### config.mk
export PLATFORM = sky130hd
export DESIGN_NAME = calendar_date_shift_top_flat
export DESIGN_NICKNAME = d
export VERILOG_FILES = /design/src/hdl/cds_pkg.sv /design/src/hdl/cds_if.sv /design/src/hdl/cds_ctrl.sv /design/src/hdl/cds_dpath.sv /design/src/hdl/calendar_date_shift_top.sv /design/src/flat_wrapper.sv
export SDC_FILE = /design/constraint.sdc
export NUM_CORES = 1
export LEC_CHECK = 0
export ABC_AREA = 1
export BUFFER_PORTS_ARGS = -buffer_cell sky130_fd_sc_hd__buf_2
export CAP_MARGIN = 40
export CORE_AREA = 2 2 170 172
export CTS_CLUSTER_SIZE = 24
export DETAILED_ROUTE_END_ITERATION = 8
export DIE_AREA = 0 0 172 174
export GPL_ROUTABILITY_DRIVEN = 1
export PLACE_DENSITY = 0.77
export SETUP_SLACK_MARGIN = 0.4
export SLEW_MARGIN = 40
export SYNTH_ARGS = -nofsm -noshare
export SYNTH_HDL_FRONTEND = slang
export SYNTH_SLANG_ARGS = --single-unit
### constraint.sdc
create_clock -name clk -period 3.2 [get_ports clk]
set_clock_uncertainty 0.15 [all_clocks]
set_input_delay 0.16 -clock clk [delete_from_list [all_inputs] [get_ports clk]]
set_output_delay 0.16 -clock clk [all_outputs]
set_load 0.03 [all_outputs]
### src/hdl/cds_pkg.sv
`default_nettype none

package cds_pkg;

	// Field widths of the request and response beats.
	localparam int unsigned DAY_W  = 5;
	localparam int unsigned MON_W  = 4;
	localparam int unsigned YEAR_W = 12;
	localparam int unsigned AMT_W  = 16;
	localparam int unsigned KIND_W = 2;
	localparam int unsigned DN_W   = 17;
	localparam int unsigned STAT_W = 2;

	// Internal year counter: wide enough for any year reached inside the span.
	localparam int unsigned YC_W   = 13;
	localparam int unsigned Y400_W = 9;
	localparam int unsigned YLEN_W = 9;
	localparam int unsigned MLEN_W = 5;

	localparam int unsigned DEF_BASE_YEAR = 1900;
	localparam int unsigned DEF_YEAR_SPAN = 256;

	localparam int unsigned DAYS_COMMON_YEAR = 365;
	localparam int unsigned DAYS_LEAP_YEAR   = 366;
	localparam int unsigned DAYS_PER_WEEK    = 7;
	localparam int unsigned GREG_CYCLE       = 400;
	localparam int unsigned CENTURY          = 100;

	// Period kinds.
	localparam logic [KIND_W-1:0] PK_DAYS    = 2'd0;
	localparam logic [KIND_W-1:0] PK_WEEKS   = 2'd1;
	localparam logic [KIND_W-1:0] PK_YEARS   = 2'd2;
	localparam logic [KIND_W-1:0] PK_INVALID = 2'd3;

	// Status codes.
	localparam logic [STAT_W-1:0] ST_OK         = 2'd0;
	localparam logic [STAT_W-1:0] ST_BAD_PERIOD = 2'd1;
	localparam logic [STAT_W-1:0] ST_RANGE      = 2'd2;

	typedef struct packed {
		logic [DAY_W-1:0]  start_day;
		logic [MON_W-1:0]  start_month;
		logic [YEAR_W-1:0] start_year;
		logic              go_back;
		logic [AMT_W-1:0]  amount;
		logic [KIND_W-1:0] period_kind;
	} cds_req_t;

	typedef struct packed {
		logic [DAY_W-1:0]  new_day;
		logic [MON_W-1:0]  new_month;
		logic [YEAR_W-1:0] new_year;
		logic [DN_W-1:0]   new_day_number;
		logic [STAT_W-1:0] status;
	} cds_rsp_t;

	typedef enum logic [3:0] {
		S_IDLE,
		S_DN_YEAR,
		S_DN_MOD,
		S_DN_MON,
		S_SHIFT,
		S_CHECK,
		S_TD_YEAR,
		S_TD_MON,
		S_YSHIFT,
		S_FIN
	} cds_state_t;

	// Which conversion pass the controller is in.
	typedef enum logic [1:0] {
		P_START,
		P_YEAR,
		P_SECOND,
		P_FINAL
	} cds_pass_t;

	typedef struct packed {
		logic              load;
		logic              dn_year_step;
		logic              md_load;
		logic              md_step;
		logic              md_done;
		logic              mon_add;
		logic              day_add;
		logic              shift;
		logic              td_init;
		logic              td_year_step;
		logic              mon_init;
		logic              mon_sub;
		logic              yshift;
		logic              out_wr;
		logic [STAT_W-1:0] out_stat;
	} cds_cmd_t;

	typedef struct packed {
		logic [KIND_W-1:0] kind;
		logic              year_lt;
		logic              md_ge;
		logic              mon_lt;
		logic              acc_pos;
		logic              acc_over;
		logic              acc_gt_ylen;
		logic              acc_gt_mlen;
		logic              ny_ok;
		logic              out_free;
	} cds_sts_t;

	// Leap rule from the year modulo 400.
	function automatic logic leap_of(input logic [Y400_W-1:0] y);
		return (y[1:0] == 2'b00) && (y != Y400_W'(CENTURY)) &&
			(y != Y400_W'(2 * CENTURY)) && (y != Y400_W'(3 * CENTURY));
	endfunction

	function automatic logic [YLEN_W-1:0] year_len(input logic leap);
		return leap ? YLEN_W'(DAYS_LEAP_YEAR) : YLEN_W'(DAYS_COMMON_YEAR);
	endfunction

	// Month numbers above twelve count as 31-day months.
	function automatic logic [MLEN_W-1:0] month_len(input logic [MON_W-1:0] m,
		input logic leap);
		logic [MLEN_W-1:0] len;
		case (m)
			4'd2: begin
				len = leap ? 5'd29 : 5'd28;
			end
			4'd4, 4'd6, 4'd9, 4'd11: begin
				len = 5'd30;
			end
			default: begin
				len = 5'd31;
			end
		endcase
		return len;
	endfunction

endpackage

`default_nettype wire

### src/hdl/cds_if.sv
`default_nettype none

interface cds_req_if;
	import cds_pkg::*;
	logic     valid;
	logic     ready;
	cds_req_t data;
	modport source (output valid, output data, input ready);
	modport sink (input valid, input data, output ready);
endinterface

interface cds_rsp_if;
	import cds_pkg::*;
	logic     valid;
	logic     ready;
	cds_rsp_t data;
	modport source (output valid, output data, input ready);
	modport sink (input valid, input data, output ready);
endinterface

`default_nettype wire

### src/hdl/cds_ctrl.sv
`default_nettype none

module cds_ctrl (
	input  logic              clk,
	input  logic              arst_n,
	input  logic              in_valid,
	output logic              in_ready,
	input  cds_pkg::cds_sts_t sts,
	output cds_pkg::cds_cmd_t cmd
);
	import cds_pkg::*;

	cds_state_t        state_q, state_d;
	cds_pass_t         pass_q, pass_d;
	logic [STAT_W-1:0] stat_q, stat_d;

	always_ff @(posedge clk or negedge arst_n) begin
		if (!arst_n) begin
			state_q <= S_IDLE;
			pass_q  <= P_START;
			stat_q  <= ST_OK;
		end else begin
			state_q <= state_d;
			pass_q  <= pass_d;
			stat_q  <= stat_d;
		end
	end

	// Next state.
	always_comb begin
		state_d = state_q;
		pass_d  = pass_q;
		stat_d  = stat_q;
		case (state_q)
			S_IDLE: begin
				if (in_valid) begin
					state_d = S_DN_YEAR;
					pass_d  = P_START;
				end
			end
			S_DN_YEAR: begin
				if (!sts.year_lt) begin
					state_d = S_DN_MOD;
				end
			end
			S_DN_MOD: begin
				if (!sts.md_ge) begin
					state_d = S_DN_MON;
				end
			end
			S_DN_MON: begin
				if (!sts.mon_lt) begin
					state_d = (pass_q == P_START) ? S_SHIFT : S_CHECK;
				end
			end
			S_SHIFT: begin
				case (sts.kind)
					PK_DAYS, PK_WEEKS: begin
						state_d = S_CHECK;
					end
					PK_YEARS: begin
						if (sts.acc_pos) begin
							state_d = S_TD_YEAR;
							pass_d  = P_YEAR;
						end else begin
							state_d = S_FIN;
							stat_d  = ST_RANGE;
						end
					end
					PK_INVALID: begin
						state_d = S_FIN;
						stat_d  = ST_BAD_PERIOD;
					end
					default: begin
						state_d = S_FIN;
						stat_d  = ST_BAD_PERIOD;
					end
				endcase
			end
			S_CHECK: begin
				if (sts.acc_pos && !sts.acc_over) begin
					state_d = S_TD_YEAR;
					pass_d  = P_FINAL;
				end else begin
					state_d = S_FIN;
					stat_d  = ST_RANGE;
				end
			end
			S_TD_YEAR: begin
				if (!sts.acc_gt_ylen) begin
					state_d = S_TD_MON;
				end
			end
			S_TD_MON: begin
				if (!sts.acc_gt_mlen) begin
					if (pass_q == P_YEAR) begin
						state_d = S_YSHIFT;
					end else begin
						state_d = S_FIN;
						stat_d  = ST_OK;
					end
				end
			end
			S_YSHIFT: begin
				if (sts.ny_ok) begin
					state_d = S_DN_YEAR;
					pass_d  = P_SECOND;
				end else begin
					state_d = S_FIN;
					stat_d  = ST_RANGE;
				end
			end
			S_FIN: begin
				if (sts.out_free) begin
					state_d = S_IDLE;
				end
			end
			default: begin
				state_d = S_IDLE;
			end
		endcase
	end

	// Commands to the datapath.
	always_comb begin
		cmd      = '0;
		in_ready = 1'b0;
		case (state_q)
			S_IDLE: begin
				in_ready = 1'b1;
				cmd.load = in_valid;
			end
			S_DN_YEAR: begin
				cmd.dn_year_step = sts.year_lt;
				cmd.md_load      = !sts.year_lt;
			end
			S_DN_MOD: begin
				cmd.md_step = sts.md_ge;
				cmd.md_done = !sts.md_ge;
			end
			S_DN_MON: begin
				cmd.mon_add = sts.mon_lt;
				cmd.day_add = !sts.mon_lt;
			end
			S_SHIFT: begin
				cmd.shift   = (sts.kind == PK_DAYS) || (sts.kind == PK_WEEKS);
				cmd.td_init = (sts.kind == PK_YEARS) && sts.acc_pos;
			end
			S_CHECK: begin
				cmd.td_init = sts.acc_pos && !sts.acc_over;
			end
			S_TD_YEAR: begin
				cmd.td_year_step = sts.acc_gt_ylen;
				cmd.mon_init     = !sts.acc_gt_ylen;
			end
			S_TD_MON: begin
				cmd.mon_sub = sts.acc_gt_mlen;
			end
			S_YSHIFT: begin
				cmd.yshift = sts.ny_ok;
			end
			S_FIN: begin
				cmd.out_wr   = sts.out_free;
				cmd.out_stat = stat_q;
			end
			default: begin
				cmd = '0;
			end
		endcase
	end

	a_accept_starts: assert property (@(posedge clk) disable iff (!arst_n)
		(in_valid && in_ready) |=> (state_q == S_DN_YEAR))
		else $error("accepted beat did not start the date conversion");

	a_write_when_free: assert property (@(posedge clk) disable iff (!arst_n)
		cmd.out_wr |-> sts.out_free)
		else $error("result written while the output register is full");

	a_ok_after_final: assert property (@(posedge clk) disable iff (!arst_n)
		(state_q == S_FIN && stat_q == ST_OK) |-> (pass_q == P_FINAL))
		else $error("ok result finished before the final conversion pass");

endmodule

`default_nettype wire

### src/hdl/cds_dpath.sv
`default_nettype none

module cds_dpath #(
	parameter int unsigned BASE_YEAR = cds_pkg::DEF_BASE_YEAR,
	parameter int unsigned YEAR_SPAN = cds_pkg::DEF_YEAR_SPAN
) (
	input  logic              clk,
	input  logic              arst_n,
	input  cds_pkg::cds_req_t req_data,
	input  cds_pkg::cds_cmd_t cmd,
	output cds_pkg::cds_sts_t sts,
	cds_rsp_if.source         rsp
);
	import cds_pkg::*;

	// The accumulator must hold the largest start day number plus a week shift,
	// the last day of the span, and a negative result of a backward shift.
	localparam int unsigned ACC_W = $clog2((2**YEAR_W - BASE_YEAR + 2) * DAYS_LEAP_YEAR +
		YEAR_SPAN * DAYS_LEAP_YEAR + DAYS_PER_WEEK * 2**AMT_W) + 1;
	localparam int unsigned DLT_W = AMT_W + 3;
	localparam int unsigned NY_W  = ((YC_W > AMT_W) ? YC_W : AMT_W) + 2;
	localparam int LAST_YR = BASE_YEAR + YEAR_SPAN - 1;
	localparam int PRE_YR  = BASE_YEAR - 1;
	localparam int LAST_DN = DAYS_COMMON_YEAR * YEAR_SPAN +
		(LAST_YR / 4 - LAST_YR / 100 + LAST_YR / 400) -
		(PRE_YR / 4 - PRE_YR / 100 + PRE_YR / 400);
	localparam logic [Y400_W-1:0] BASE_MOD = Y400_W'(BASE_YEAR % GREG_CYCLE);

	logic [DAY_W-1:0]  tday_q;
	logic [MON_W-1:0]  tmon_q;
	logic [YC_W-1:0]   ty_q;
	logic              back_q;
	logic [AMT_W-1:0]  amt_q;
	logic [KIND_W-1:0] kind_q;
	logic [DLT_W-1:0]  delta_q;
	logic [ACC_W-1:0]  acc_q;
	logic [YC_W-1:0]   yy_q;
	logic [Y400_W-1:0] y400_q;
	logic [YC_W-1:0]   md_q;
	logic [MON_W-1:0]  mon_q;
	logic [DN_W-1:0]   res_q;
	cds_rsp_t          rsp_q;
	logic              rsp_vld_q;

	logic              leap;
	logic [YLEN_W-1:0] ylen;
	logic [MLEN_W-1:0] mlen;
	logic [Y400_W-1:0] y400_nxt;
	logic [DLT_W-1:0]  wk;
	logic [NY_W-1:0]   ny;

	assign leap     = leap_of(y400_q);
	assign ylen     = year_len(leap);
	assign mlen     = month_len(mon_q, leap);
	assign y400_nxt = (y400_q == Y400_W'(GREG_CYCLE - 1)) ? '0 : y400_q + 1'b1;
	assign wk       = {req_data.amount, 3'b000} - DLT_W'(req_data.amount);
	assign ny       = back_q ? (NY_W'(yy_q) - NY_W'(amt_q)) : (NY_W'(yy_q) + NY_W'(amt_q));

	always_comb begin
		sts.kind        = kind_q;
		sts.year_lt     = yy_q < ty_q;
		sts.md_ge       = md_q >= YC_W'(GREG_CYCLE);
		sts.mon_lt      = mon_q < tmon_q;
		sts.acc_pos     = !acc_q[ACC_W-1] && (acc_q != '0);
		sts.acc_over    = !acc_q[ACC_W-1] && (acc_q > ACC_W'(LAST_DN));
		sts.acc_gt_ylen = !acc_q[ACC_W-1] && (acc_q > ACC_W'(ylen));
		sts.acc_gt_mlen = !acc_q[ACC_W-1] && (acc_q > ACC_W'(mlen));
		sts.ny_ok       = !ny[NY_W-1] && (ny >= NY_W'(BASE_YEAR)) &&
			(ny < NY_W'(BASE_YEAR + YEAR_SPAN));
		sts.out_free    = !rsp_vld_q || rsp.ready;
	end

	// One command at a time walks the shared accumulator.
	always_ff @(posedge clk) begin
		if (cmd.load) begin
			tday_q  <= req_data.start_day;
			tmon_q  <= req_data.start_month;
			ty_q    <= YC_W'(req_data.start_year);
			back_q  <= req_data.go_back;
			amt_q   <= req_data.amount;
			kind_q  <= req_data.period_kind;
			delta_q <= (req_data.period_kind == PK_WEEKS) ? wk : DLT_W'(req_data.amount);
			acc_q   <= '0;
			yy_q    <= YC_W'(BASE_YEAR);
			y400_q  <= BASE_MOD;
		end else if (cmd.dn_year_step) begin
			acc_q  <= acc_q + ACC_W'(ylen);
			yy_q   <= yy_q + 1'b1;
			y400_q <= y400_nxt;
		end else if (cmd.md_load) begin
			md_q <= ty_q;
		end else if (cmd.md_step) begin
			md_q <= md_q - YC_W'(GREG_CYCLE);
		end else if (cmd.md_done) begin
			y400_q <= md_q[Y400_W-1:0];
			mon_q  <= MON_W'(1);
		end else if (cmd.mon_add) begin
			acc_q <= acc_q + ACC_W'(mlen);
			mon_q <= mon_q + 1'b1;
		end else if (cmd.day_add) begin
			acc_q <= acc_q + ACC_W'(tday_q);
		end else if (cmd.shift) begin
			acc_q <= back_q ? (acc_q - ACC_W'(delta_q)) : (acc_q + ACC_W'(delta_q));
		end else if (cmd.td_init) begin
			res_q  <= acc_q[DN_W-1:0];
			yy_q   <= YC_W'(BASE_YEAR);
			y400_q <= BASE_MOD;
		end else if (cmd.td_year_step) begin
			acc_q  <= acc_q - ACC_W'(ylen);
			yy_q   <= yy_q + 1'b1;
			y400_q <= y400_nxt;
		end else if (cmd.mon_init) begin
			mon_q <= MON_W'(1);
		end else if (cmd.mon_sub) begin
			acc_q <= acc_q - ACC_W'(mlen);
			mon_q <= mon_q + 1'b1;
		end else if (cmd.yshift) begin
			ty_q   <= ny[YC_W-1:0];
			tday_q <= acc_q[DAY_W-1:0];
			tmon_q <= mon_q;
			acc_q  <= '0;
			yy_q   <= YC_W'(BASE_YEAR);
			y400_q <= BASE_MOD;
		end
	end

	// Result register; a failed status clears every date field.
	always_ff @(posedge clk) begin
		if (cmd.out_wr) begin
			if (cmd.out_stat == ST_OK) begin
				rsp_q.new_day        <= acc_q[DAY_W-1:0];
				rsp_q.new_month      <= mon_q;
				rsp_q.new_year       <= yy_q[YEAR_W-1:0];
				rsp_q.new_day_number <= res_q;
			end else begin
				rsp_q.new_day        <= '0;
				rsp_q.new_month      <= '0;
				rsp_q.new_year       <= '0;
				rsp_q.new_day_number <= '0;
			end
			rsp_q.status <= cmd.out_stat;
		end
	end

	always_ff @(posedge clk or negedge arst_n) begin
		if (!arst_n) begin
			rsp_vld_q <= 1'b0;
		end else if (cmd.out_wr) begin
			rsp_vld_q <= 1'b1;
		end else if (rsp.ready) begin
			rsp_vld_q <= 1'b0;
		end
	end

	assign rsp.valid = rsp_vld_q;
	assign rsp.data  = rsp_q;

	a_fail_zeroes: assert property (@(posedge clk) disable iff (!arst_n)
		(rsp_vld_q && rsp_q.status != ST_OK) |->
		(rsp_q.new_day == '0 && rsp_q.new_month == '0 && rsp_q.new_year == '0 &&
		rsp_q.new_day_number == '0))
		else $error("failed result carries a nonzero date field");

	a_ok_date: assert property (@(posedge clk) disable iff (!arst_n)
		(rsp_vld_q && rsp_q.status == ST_OK) |->
		(rsp_q.new_day != '0 && rsp_q.new_month != '0 &&
		rsp_q.new_month <= MON_W'(12)))
		else $error("ok result is not a normalized date");

	a_write_shows: assert property (@(posedge clk) disable iff (!arst_n)
		cmd.out_wr |=> rsp_vld_q)
		else $error("written result not presented");

endmodule

`default_nettype wire

### src/hdl/calendar_date_shift_top.sv
// Steps (days or weeks): a year walk up to the start year, a modulo-400 reduction,
//   a month walk and the day add build the start day number in the single day
//   accumulator, then the shift, a range check and a year and month walk back to
//   a date; years add a start-date walk and a shifted-date conversion of that form.
// Flow: a beat is taken once the last is done, even while its result still waits.
// Reset: arst_n clears the controller and the result valid flag; no clearing pass.
`default_nettype none

module calendar_date_shift_top #(
	parameter int unsigned BASE_YEAR = cds_pkg::DEF_BASE_YEAR,
	parameter int unsigned YEAR_SPAN = cds_pkg::DEF_YEAR_SPAN
) (
	input  logic      clk,
	input  logic      arst_n,
	cds_req_if.sink   req,
	cds_rsp_if.source rsp
);
	import cds_pkg::*;

	// The controller sequences the walks; the datapath owns the accumulator,
	// the year, month and modulo-400 counters, and the result register.
	cds_cmd_t cmd;
	cds_sts_t sts;
	logic     in_ready;

	// A request beat is taken only in the idle state, and the result register
	// sits between the controller and the response channel, so a new beat can
	// start while the previous result still waits to be taken.
	assign req.ready = in_ready;

	cds_ctrl u_ctrl (
		.clk      (clk),
		.arst_n   (arst_n),
		.in_valid (req.valid),
		.in_ready (in_ready),
		.sts      (sts),
		.cmd      (cmd)
	);

	// Day numbers count 1 January of BASE_YEAR as day 1; results beyond the
	// last day of BASE_YEAR + YEAR_SPAN - 1 report a range status.
	cds_dpath #(
		.BASE_YEAR (BASE_YEAR),
		.YEAR_SPAN (YEAR_SPAN)
	) u_dpath (
		.clk      (clk),
		.arst_n   (arst_n),
		.req_data (req.data),
		.cmd      (cmd),
		.sts      (sts),
		.rsp      (rsp)
	);

endmodule

`default_nettype wire

### src/flat_wrapper.sv
// flat-port wrapper written by rule: the top's interface ports become plain ports
module calendar_date_shift_top_flat import cds_pkg::*;
#(
	parameter int unsigned BASE_YEAR = cds_pkg::DEF_BASE_YEAR,
	parameter int unsigned YEAR_SPAN = cds_pkg::DEF_YEAR_SPAN
)
  (clk, arst_n, req_valid, req_data, req_ready, rsp_valid, rsp_data, rsp_ready);
  cds_req_if req_i ();
  cds_rsp_if rsp_i ();
  input  logic clk;
  input  logic arst_n;
  input wire logic [$bits(req_i.valid)-1:0] req_valid;
  input wire logic [$bits(req_i.data)-1:0] req_data;
  output wire logic [$bits(req_i.ready)-1:0] req_ready;
  output wire logic [$bits(rsp_i.valid)-1:0] rsp_valid;
  output wire logic [$bits(rsp_i.data)-1:0] rsp_data;
  input wire logic [$bits(rsp_i.ready)-1:0] rsp_ready;
  assign req_i.valid = req_valid;
  assign req_i.data = req_data;
  assign req_ready = req_i.ready;
  assign rsp_valid = rsp_i.valid;
  assign rsp_data = rsp_i.data;
  assign rsp_i.ready = rsp_ready;
  calendar_date_shift_top #(.BASE_YEAR(BASE_YEAR), .YEAR_SPAN(YEAR_SPAN)) u_core (.clk(clk), .arst_n(arst_n), .req(req_i), .rsp(rsp_i));
endmodule
# Yosys cells after proc, flatten, opt, wreduce, memory -nomap -nowiden
# Index checks and enable logic that the tools add are counted.
# word_totals
register_bits	187
in_bits	44
# classes
n_addsub	14
magnitude_cmp	8
n_eq_ne	69
mux	131
bitwise	12
n_reduce_logical	49
# op_table
cell	count
$mux W22	13
$mux W13	14
$mux W12	13
$mux W4	30
$mux W9	13
$mux W5	13
$add A22 B5 Y22	2
$pmux W4 S10	1
$ne A2 B1 Y1 const B	17
$mux W2	15
$ne A2 B2 Y1 const B	14
$reduce_and A9 Y1	3
$eq A4 B3 Y1 const B	6
$reduce_and A12 Y1	2
$add A22 B19 Y22	1
$add A22 B9 Y22	1
$gt A22 B17 Y1 const B	1
$gt A22 B5 Y1	1
$gt A22 B9 Y1	1
$reduce_bool A22 Y1	1
$sub A22 B19 Y22	1
$sub A22 B5 Y22	1
$sub A22 B9 Y22	1
$ne A3 B1 Y1 const B	7
other kinds (50)	111

# Longest topological paths before layout
# Gate-level depths: netlist of run 1.
# logic_depth
ltp_word	21
mapped_depth	24
depth_no_buf	23

# Modules after synthesis
# Synthesis of run 1 repeated with hierarchy kept, for this count alone.
# unflattened
cells_unflattened	2414
area_unflattened_um2	16554.6
# by_module_without_submodules
module	instances	cells_each	area_each_um2
cds_dpath	1	2264	15668.8
cds_ctrl	1	150	885.8

# Worst setup path before layout of run 1
# No wires, ideal clock.
# synth_path
path_kind	reg-to-reg
start	reg u_core.u_dpath.y400_q[2]
end	reg u_core.u_dpath.acc_q[20]
setup_ps	207
t_arrival_ps	3019
path_slack_ps	-175
stages_incl_launch_ff	24
synth_period_minus_slack_ps	3375
cell_sequence	dfxtp_1 clkbuf_1 nand2_1 o21ai_0 nand4_1 o21ai_0 nand2_1 nand2_1 ha_1 inv_1 fa_1 nand3_1 nand2_1 nand2_1 a21oi_1 nor2_1 inv_1 nor2_1 nand2_1 nor3_1 xor2_1 nor2_1 nor2_1 a21oi_1
# synth_via
elab_chain_len	20
# synth_rtl
element	line	text
from (decl)	cds_dpath.sv:38	logic [Y400_W-1:0] y400_q;
from (signal assigned)	cds_dpath.sv:89	y400_q <= y400_nxt;
from (signal assigned)	cds_dpath.sv:95	y400_q <= md_q[Y400_W-1:0];
from (signal assigned)	cds_dpath.sv:111	y400_q <= y400_nxt;
$ne A9 B7 Y1	cds_pkg.sv:111	return (y[1:0] == 2'b00) && (y != Y400_W'(CENTURY)) &&
$logic_and A1 B1 Y1 (2 in a row)	cds_pkg.sv:111	
$logic_and A1 B1 Y1 (*)	cds_pkg.sv:112	(y != Y400_W'(2 * CENTURY)) && (y != Y400_W'(3 * CENTURY));
$mux W1	cds_pkg.sv:125	len = leap ? 5'd29 : 5'd28;
$pmux W2 S2	cds_pkg.sv:123	case (m)
$gt A22 B5 Y1	cds_dpath.sv:67	sts.acc_gt_mlen = !acc_q[ACC_W-1] && (acc_q > ACC_W'(mlen));
$logic_and A1 B1 Y1	cds_dpath.sv:67	
$mux W1	cds_ctrl.sv:128	case (state_q)
[3 not listed]	n/a	
$mux W22	cds_dpath.sv:104	end else if (cmd.td_init) begin
$mux W22	cds_dpath.sv:102	end else if (cmd.shift) begin
$mux W22	cds_dpath.sv:100	end else if (cmd.day_add) begin
$mux W22	cds_dpath.sv:97	end else if (cmd.mon_add) begin
$mux W22	cds_dpath.sv:94	end else if (cmd.md_done) begin
$mux W22	cds_dpath.sv:92	end else if (cmd.md_step) begin
$mux W22	cds_dpath.sv:90	end else if (cmd.md_load) begin
$mux W22	cds_dpath.sv:86	end else if (cmd.dn_year_step) begin
to (signal assigned)	cds_dpath.sv:87	acc_q <= acc_q + ACC_W'(ylen);
to (signal assigned)	cds_dpath.sv:98	acc_q <= acc_q + ACC_W'(mlen);
to (signal assigned)	cds_dpath.sv:101	acc_q <= acc_q + ACC_W'(tday_q);
to (decl)	cds_dpath.sv:36	logic [ACC_W-1:0] acc_q;
# Mark *: on every way between the ends. The rest lies on a longest branch, timed or not. The select of a mux whose other input is x is not followed.
# A chain may end at the register's enable or synchronous reset.

# Worst setup path in the final report of run 1
# layout_path
start	reg u_core.u_dpath.amt_q[0]
end	reg u_core.u_dpath.acc_q[0]
# layout_via
elab_chain_len	8
# layout_rtl
element	line	text
from (decl)	cds_dpath.sv:33	logic [AMT_W-1:0] amt_q;
from (signal assigned)	cds_dpath.sv:80	amt_q <= req_data.amount;
$add A13 B16 Y17 / $sub A13 B16 Y17 (equally long branches)	cds_dpath.sv:57	assign ny = back_q ? (NY_W'(yy_q) - NY_W'(amt_q)) : (NY_W'(yy_q) + NY_W'(amt_q));
$mux W18 (*)	cds_dpath.sv:57	
$ge A18 B11 Y1 / $logic_not A1 Y1 (equally long branches)	cds_dpath.sv:68	sts.ny_ok = !ny[NY_W-1] && (ny >= NY_W'(BASE_YEAR)) &&
$logic_and A1 B1 Y1	cds_dpath.sv:68	
$logic_and A1 B1 Y1 (*)	cds_dpath.sv:68	
$mux W1 (*)	cds_ctrl.sv:128	
$reduce_bool A7 Y1 (no line) (*)	n/a	
$reduce_and A6 Y1 (no line) (*)	n/a	
# Mark *: on every way between the ends. The rest lies on a longest branch, timed or not.

==> summary.txt, run 1 <==
Status - complete, but fails checks
Failing checks - negative setup slack
Worst slew margin - 0.468
Pleak - 9.46 nW
Min cycle time layout - 3.56 ns
Final Net Count - 2696
Final ANT Viol Nets - 0
Worst-Margin Slew - 0.789 ns
Count of cell types in the netlist - 66
Cell accounting for the most synthesized area - edfxtp_1
Fill cell count - 2094
Root Buffer Master - clkbuf_16
Met3 GRT Util - 0.0581
Inst Count DP - 2792
WHS Path Cells - 5
Synth cell count leaders - nand2_1, inv_1, nor2_1
I/O Buffers - 85
CP required - 3.37 ns
Clock tree sinks - 186
Max-Cap Viols - 0
Crit start category - register
YS warnings - 0
H-tree depth - 4
Register area share after synthesis - 0.322
DR WL/cell - 18.8 um
CP endpoint kind - register
Post-synth top flop - edfxtp_1
Die ar. - 29900 um2
Crit-path max FO - 6
Die W - 172 um
Hold WC Path Type - primary input to register
Proportion of layout cells with a drive suffix above 1 - 0.242
N_diodes - 0
Global Route met1 Usage - 0.460
RePlAce Congestion - 0.973
Post-DR vias/cell - 5.88
Largest cells by area after synthesis - edfxtp_1, nand2_1, ha_1, inv_1, nor2_1
Post-Syn Nets - 2373
Pre-CTS WS - -0.348 ns
Clk buf depth - 2
GRT overflow - 0
RSZ-0062 raised after global routing - true
CTS tree - done
Capture point of the worst reg-to-reg path - u_core.u_dpath.acc_q[0]
Vias in the first global route - 16300
First-pass GRT wire length - 83.7 mm
FF-to-FF setup slack - -0.36 ns
Placeable Area - 28200 um2
Clock slew at reported path FFs - 0.08 ns
Num CTS Buffers - 17
FF+latch count, synth - 186
Number of synthesized flops with an enable pin - 132
Initial Util - 0.560
Die height - 174 um
CP Class - register to register
Num rows - 62
Worst skew pair latency - 0.46 ns
Initial antenna violation count - 0
R2R depth - 21
Layout area overhead - 30.1%
Layer with the highest usage - met2
Dpl hpwl - 37.8 mm
Top cell type's share of synthesized area - 0.251
Arrival @ worst endpoint - 3.73 ns
Endpoints failing hold - 0
Worst vdd ir - 0.551 mV
Final Non-Filler Cells - 2942
Post-synthesis cell area - 15800 um2
Slew Viols, Final - 0
Initial drt markers - 1970
Final setup viols - 77
Worst Slack Setup Final - -0.362 ns
HP Start - req_valid
Power per cell area - 925 nW/um2
Period utilization - 1.11
Most frequent cell after synthesis - nand2_1
Io pins - 86
Drt total wl - 55.4 mm
1st-pass router iterations - 6
Hold endpoint - u_core.u_ctrl.pass_q[1]
Reg2reg start - u_core.u_dpath.amt_q[0]
Max Freq - 281 MHz
Area of the multi-input gates - 10100 um2
Post-synthesis cell count - 2222
Total number of vias - 17300
# DRC - 0
Storage element area - 5100 um2
Syn_area_per_cell - 7.11 um2
GRT Util Overall - 0.357
Pin count of the biggest net entering global routing - 107
Ys async rst share - 0.0484
M2 GR Usage - 0.591
[routing by layer]
metal  vias up  part of all wire
li1       8020                 -
met1      7983              0.40
met2      1058              0.46
met3       232             0.091
met4         0             0.048
met5         -                 0
[where the power goes]
part	switching, mW	internal (mW)
clock	1.11	1.13
combinational	7.78	4.92
sequential	0.616	3.47
total	9.50	9.52
[worst max-delay path, stage by stage (launching register included)]
cell and delay [ns]:
edfxtp_1 0.41, buf_4 0.15, buf_6 0.10, buf_6 0.12, ha_4 0.16, fa_2 0.35
nand3b_1 0.19, nand2_2 0.15, nand2_2 0.08, nand2_2 0.09, nand3_1 0.08, nand3_1 0.10
nand2_1 0.07, a21oi_2 0.12, nand3_2 0.10, nor2_4 0.17, nand4_4 0.15, buf_12 0.20
buf_4 0.15, buf_16 0.14, nand4_1 0.09, a21oi_1 0.09
[sequential cells by signal, summed over array words and instances (netlist names)]
| register | cells |
|---|---|
| u_core.u_dpath.acc_q | 22 |
| u_core.u_dpath.delta_q | 18 |
| u_core.u_dpath.y400_q | 9 |
| u_core.u_dpath.back_q | 1 |
| u_core.u_dpath.mon_q | 4 |
| u_core.u_dpath.res_q | 17 |
| u_core.u_dpath.tday_q | 5 |
| u_core.u_dpath.tmon_q | 4 |
| u_core.u_dpath.rsp.valid | 1 |
| u_core.u_ctrl.pass_q | 2 |
| u_core.u_dpath.yy_q | 13 |
| u_core.u_ctrl.state_q | 4 |
| u_core.u_ctrl.stat_q | 2 |
| u_core.u_dpath.amt_q | 16 |
| u_core.u_dpath.rsp.data | 40 |
| u_core.u_dpath.md_q | 13 |
| u_core.u_dpath.ty_q | 13 |
| u_core.u_dpath.kind_q | 2 |
[how the worst max path moves through the flow]
stage	to	cells past startpoint	slack (ns)	start
2_1_floorplan	u_core.u_dpath.acc_q[19]	24	0.07	u_core.u_dpath.y400_q[2]
3_3_place_gp	u_core.u_dpath.acc_q[20]	20	-0.25	u_core.u_dpath.amt_q[0]
3_5_place_dp	u_core.u_dpath.acc_q[20]	20	-0.35	u_core.u_dpath.amt_q[0]
4_1_cts	u_core.u_dpath.acc_q[21]	24	-0.21	u_core.u_dpath.amt_q[0]
5_1_grt	u_core.u_dpath.acc_q[20]	26	-0.53	u_core.u_dpath.amt_q[0]
6_report	u_core.u_dpath.acc_q[0]	21	-0.36	u_core.u_dpath.amt_q[0]
[cell type report]
class                      instances  share of cell area
timing repair inverter             1            0.000183
sequential                       186               0.248
multi-input combinational       1658               0.489
inverter                         312              0.0592
clock buffer                      17              0.0207
timing repair buffer             369               0.150
clock inverter                    15             0.00876
tap                              384              0.0234
[cell usage in the layout, fill, tap and decap left out, types with 9 or more instances in the layout]
master	n
xnor2_1	19
edfxtp_1	132
nand3_2	18
o211ai_1	13
clkbuf_16	18
nand2_4	12
o21ai_2	17
nand2_1	479
nor2_1	237
ha_1	85
xor2_1	93
nor3_1	47
nand3_1	113
nand2_2	44
dfrtp_1	9
buf_4	193
buf_2	84
nor2_2	12
o21ai_0	82
dfxtp_1	38
a21oi_2	22
inv_2	34
buf_12	11
nand4_1	62
dlygate4sd3_1	43
buf_6	25
o21bai_1	9
o21ai_1	21
ha_4	9
a21oi_1	125
inv_1	263
[metrics by stage]
step	cell area [um2]	hold slack [ns]	TNS (ns)	power, mW	util
2_1_floorplan	16100	-0.286	0	11.1	-
3_3_place_gp	17900	-0.105	-2.60	14.3	0.635
3_5_place_dp	17900	-0.0955	-6.64	14.6	0.635
4_1_cts	20200	0.190	-7.54	18.0	0.714
5_1_grt	20600	0.223	-30.49	20.1	0.728
6_report	20600	0.202	-19.00	19.0	0.728
[kinds of logic after synthesis]
family          count (synthesis)  synth area share
compound gates                350             0.125
simple gates                 1084             0.301
buf+inv                       382             0.100
flops                         186             0.322
fa+ha+maj                     107            0.0885
xor+xnor                      113            0.0626
[repair_timing]
action                     4_1_cts  5_1_grt
hold endpoints to repair        57        0
gates cloned                    11        2
gates resized for setup        160       52
hold buffers                    43        0
pin swaps                       78       41
setup buffers                   47       14
setup endpoints to repair       82       98
Power figures use the tool's default switching activity.
==> run 2, diff against run 1 <==
--- a/config.mk
+++ b/config.mk
@@ -8,12 +8,13 @@
 export ABC_AREA = 1
 export BUFFER_PORTS_ARGS = -buffer_cell sky130_fd_sc_hd__buf_2
 export CAP_MARGIN = 40
-export CORE_AREA = 2 2 170 172
+export CORE_AREA = 2 2 169 171
+export CTS_BUF_LIST = sky130_fd_sc_hd__clkbuf_8
 export CTS_CLUSTER_SIZE = 24
 export DETAILED_ROUTE_END_ITERATION = 8
-export DIE_AREA = 0 0 172 174
+export DIE_AREA = 0 0 171 173
 export GPL_ROUTABILITY_DRIVEN = 1
-export PLACE_DENSITY = 0.77
+export PLACE_DENSITY = 0.78
 export SETUP_SLACK_MARGIN = 0.4
 export SLEW_MARGIN = 40
 export SYNTH_ARGS = -nofsm -noshare
==> run 2 against run 1 <==
Total power is essentially flat. Non-clock buffer count grew 39. Via count grew 0.21%. Global-route usage grew 0.89 points. Cell count grew 1.1%. The run still ends with negative setup slack left. Combinational power grew 5%. Register-to-register slack lost 0.097 ns.
==> summary.txt, run 2 (same netlist as run 1, synthesis figures left out) <==
GRT overflow - 0
P_sw - 9.65 mW
Most frequent cells in the layout - nand2_1, inv_1, nor2_1
Drt total wl - 56.5 mm
Io pins - 86
Placeable Area - 27600 um2
Crit-path max FO - 3
Root Buffer Master - clkbuf_8
Commonest non-fill, non-tap cell in the layout - nand2_1
Post-DR vias/cell - 5.83
Vias in the first global route - 16500
Max-Cap Viols - 0
Initial antenna violation count - 0
Inst Count DP - 2817
CP endpoint kind - register
Met3 GRT Util - 0.0618
Die height - 173 um
M2 GR Usage - 0.586
Period utilization - 1.14
DR WL/cell - 19.0 um
Cell Int Power - 9.38 mW
Combinational share of power - 0.697
Dpl hpwl - 38.8 mm
Smallest hold slack - 0.214 ns
Flop pwr share - 0.216
Utilization after layout - 0.754
Hold WC Path Type - primary input to register
Clock slew at reported path FFs - 0.12 ns
Switching Fraction - 0.507
Power per cell area - 914 nW/um2
Final ANT Viol Nets - 0
Pleak - 9.55 nW
Clock Power Share - 0.087
Endpoints failing hold - 0
Status - complete, but fails checks
Max reg flops - 40
Initial Util - 0.572
Clock tree sinks - 186
Initial drt markers - 2100
Failing checks - negative setup slack
Pin count of the biggest net entering global routing - 107
Total number of vias - 17300
Crit start category - register
Arrival @ worst endpoint - 3.95 ns
CP required - 3.49 ns
Die W - 171 um
First-pass GRT wire length - 85.3 mm
Final Non-Filler Cells - 2973
I/O Buffers - 85
Total Neg Setup Slack - -16.14 ns
Min cycle time layout - 3.66 ns
Final setup viols - 77
Worst slew margin - 0.568
Num rows - 61
Worst vdd ir - 0.534 mV
Die ar. - 29600 um2
RePlAce Congestion - 1.00
Global Route met1 Usage - 0.485
CP Class - register to register
RSZ-0062 raised after global routing - true
N_diodes - 0
Layout area overhead - 31.7%
Worst-Margin Slew - 0.647 ns
Design Power - 19.0 mW
CTS tree - done
Proportion of layout cells with a drive suffix above 1 - 0.268
Final Net Count - 2733
H-tree depth - 4
Num CTS Buffers - 17
Worst skew pair latency - 0.51 ns
Slew Viols, Final - 0
# DRC - 0
Worst Slack Setup Final - -0.460 ns
Clk buf depth - 2
Layer with the highest usage - met2
GRT Util Overall - 0.366
1st-pass router iterations - 6
Max Freq - 273 MHz
run 2: changes by cell type in the layout (fill, tap and decap cells not counted), moves of 4 or more:
cell	previous run	this run
nand2_1	479	470
nand3_2	18	22
buf_6	25	21
clkbuf_8	0	17
ha_1	85	79
a21oi_2	22	31
buf_4	193	236
nand2_2	44	52
nor3_1	47	43
a21oi_1	125	117
clkbuf_16	18	0
ha_4	9	14
run 2: cell type report:
class | instances | area, um2
clock buffers | 17 | 234
repair buffers | 408 | 3330
multi-input cells | 1657 | 10300
fillers | 2060 | 6810
inverters | 312 | 1220
clock inverters | 15 | 161
well taps | 378 | 473
flip-flops and latches | 186 | 5100
run 2: layer usage:
metal	vias up	routed length, um
li1	8081	-
met1	7981	22400
met2	1032	26000
met3	235	5390
met4	0	2630
met5	-	0
run 2: power by group through the flow:
stage	sequential, mW	clock (mW)	combinational, mW
2_1_floorplan	3.94	0	7.15
3_3_place_gp	4.05	0	10.6
3_5_place_dp	4.08	0	10.9
4_1_cts	4.03	1.64	11.9
5_1_grt	4.15	1.74	14.2
6_report	4.11	1.65	13.3
run 2: repair_timing:
action                                  CTS  global route
buffers inserted                         44            30
hold endpoints to repair                 68             0
cloned                                    7             0
hold buffers                             43             0
pin swaps                                62            72
endpoints found under the setup margin   82           106
gates resized for setup                 153           110
run 2: final timing paths:
path / slack (ns) / depth (start not counted) / from / end
max in group asynchronous: 2.01 / 3 / arst_n / u_core.u_ctrl.stat_q[1]
min reg2reg: 0.34 / 0 / u_core.u_dpath.acc_q[10] / u_core.u_dpath.res_q[10]
min in group asynchronous: 0.54 / 3 / arst_n / u_core.u_ctrl.pass_q[0]
max: -0.46 / 23 / u_core.u_dpath.amt_q[0] / u_core.u_dpath.acc_q[20]
min: 0.21 / 2 / req_data[18] / u_core.u_dpath.back_q
max reg2reg: -0.46 / 23 / u_core.u_dpath.amt_q[0] / u_core.u_dpath.acc_q[20]
run 2: stage by stage:
step / instance area (um2) / setup slack (ns)
6_report: 20800 / -0.460
2_1_floorplan: 16100 / 0.0657
3_5_place_dp: 18200 / -0.397
3_3_place_gp: 18200 / -0.328
4_1_cts: 20000 / -0.297
5_1_grt: 20800 / -0.605
run 2: critical path, cell delays in order, from the launching register on:
cell and delay, ns:
edfxtp_1 0.42, inv_2 0.10, ha_4 0.16, nand3_4 0.09
nor3_4 0.13, nor3b_2 0.21, nand2_1 0.12, nand2_2 0.10
o21ai_2 0.08, a21oi_2 0.12, xor2_1 0.08, ha_1 0.34
buf_4 0.13, nand2_1 0.07, nor3_2 0.20, nand4_1 0.16
nand3_2 0.16, nand3_1 0.13, nand2_1 0.12, xor2_1 0.18
nand2_1 0.07, nand4_1 0.07, nor2_1 0.04, a21oi_1 0.15
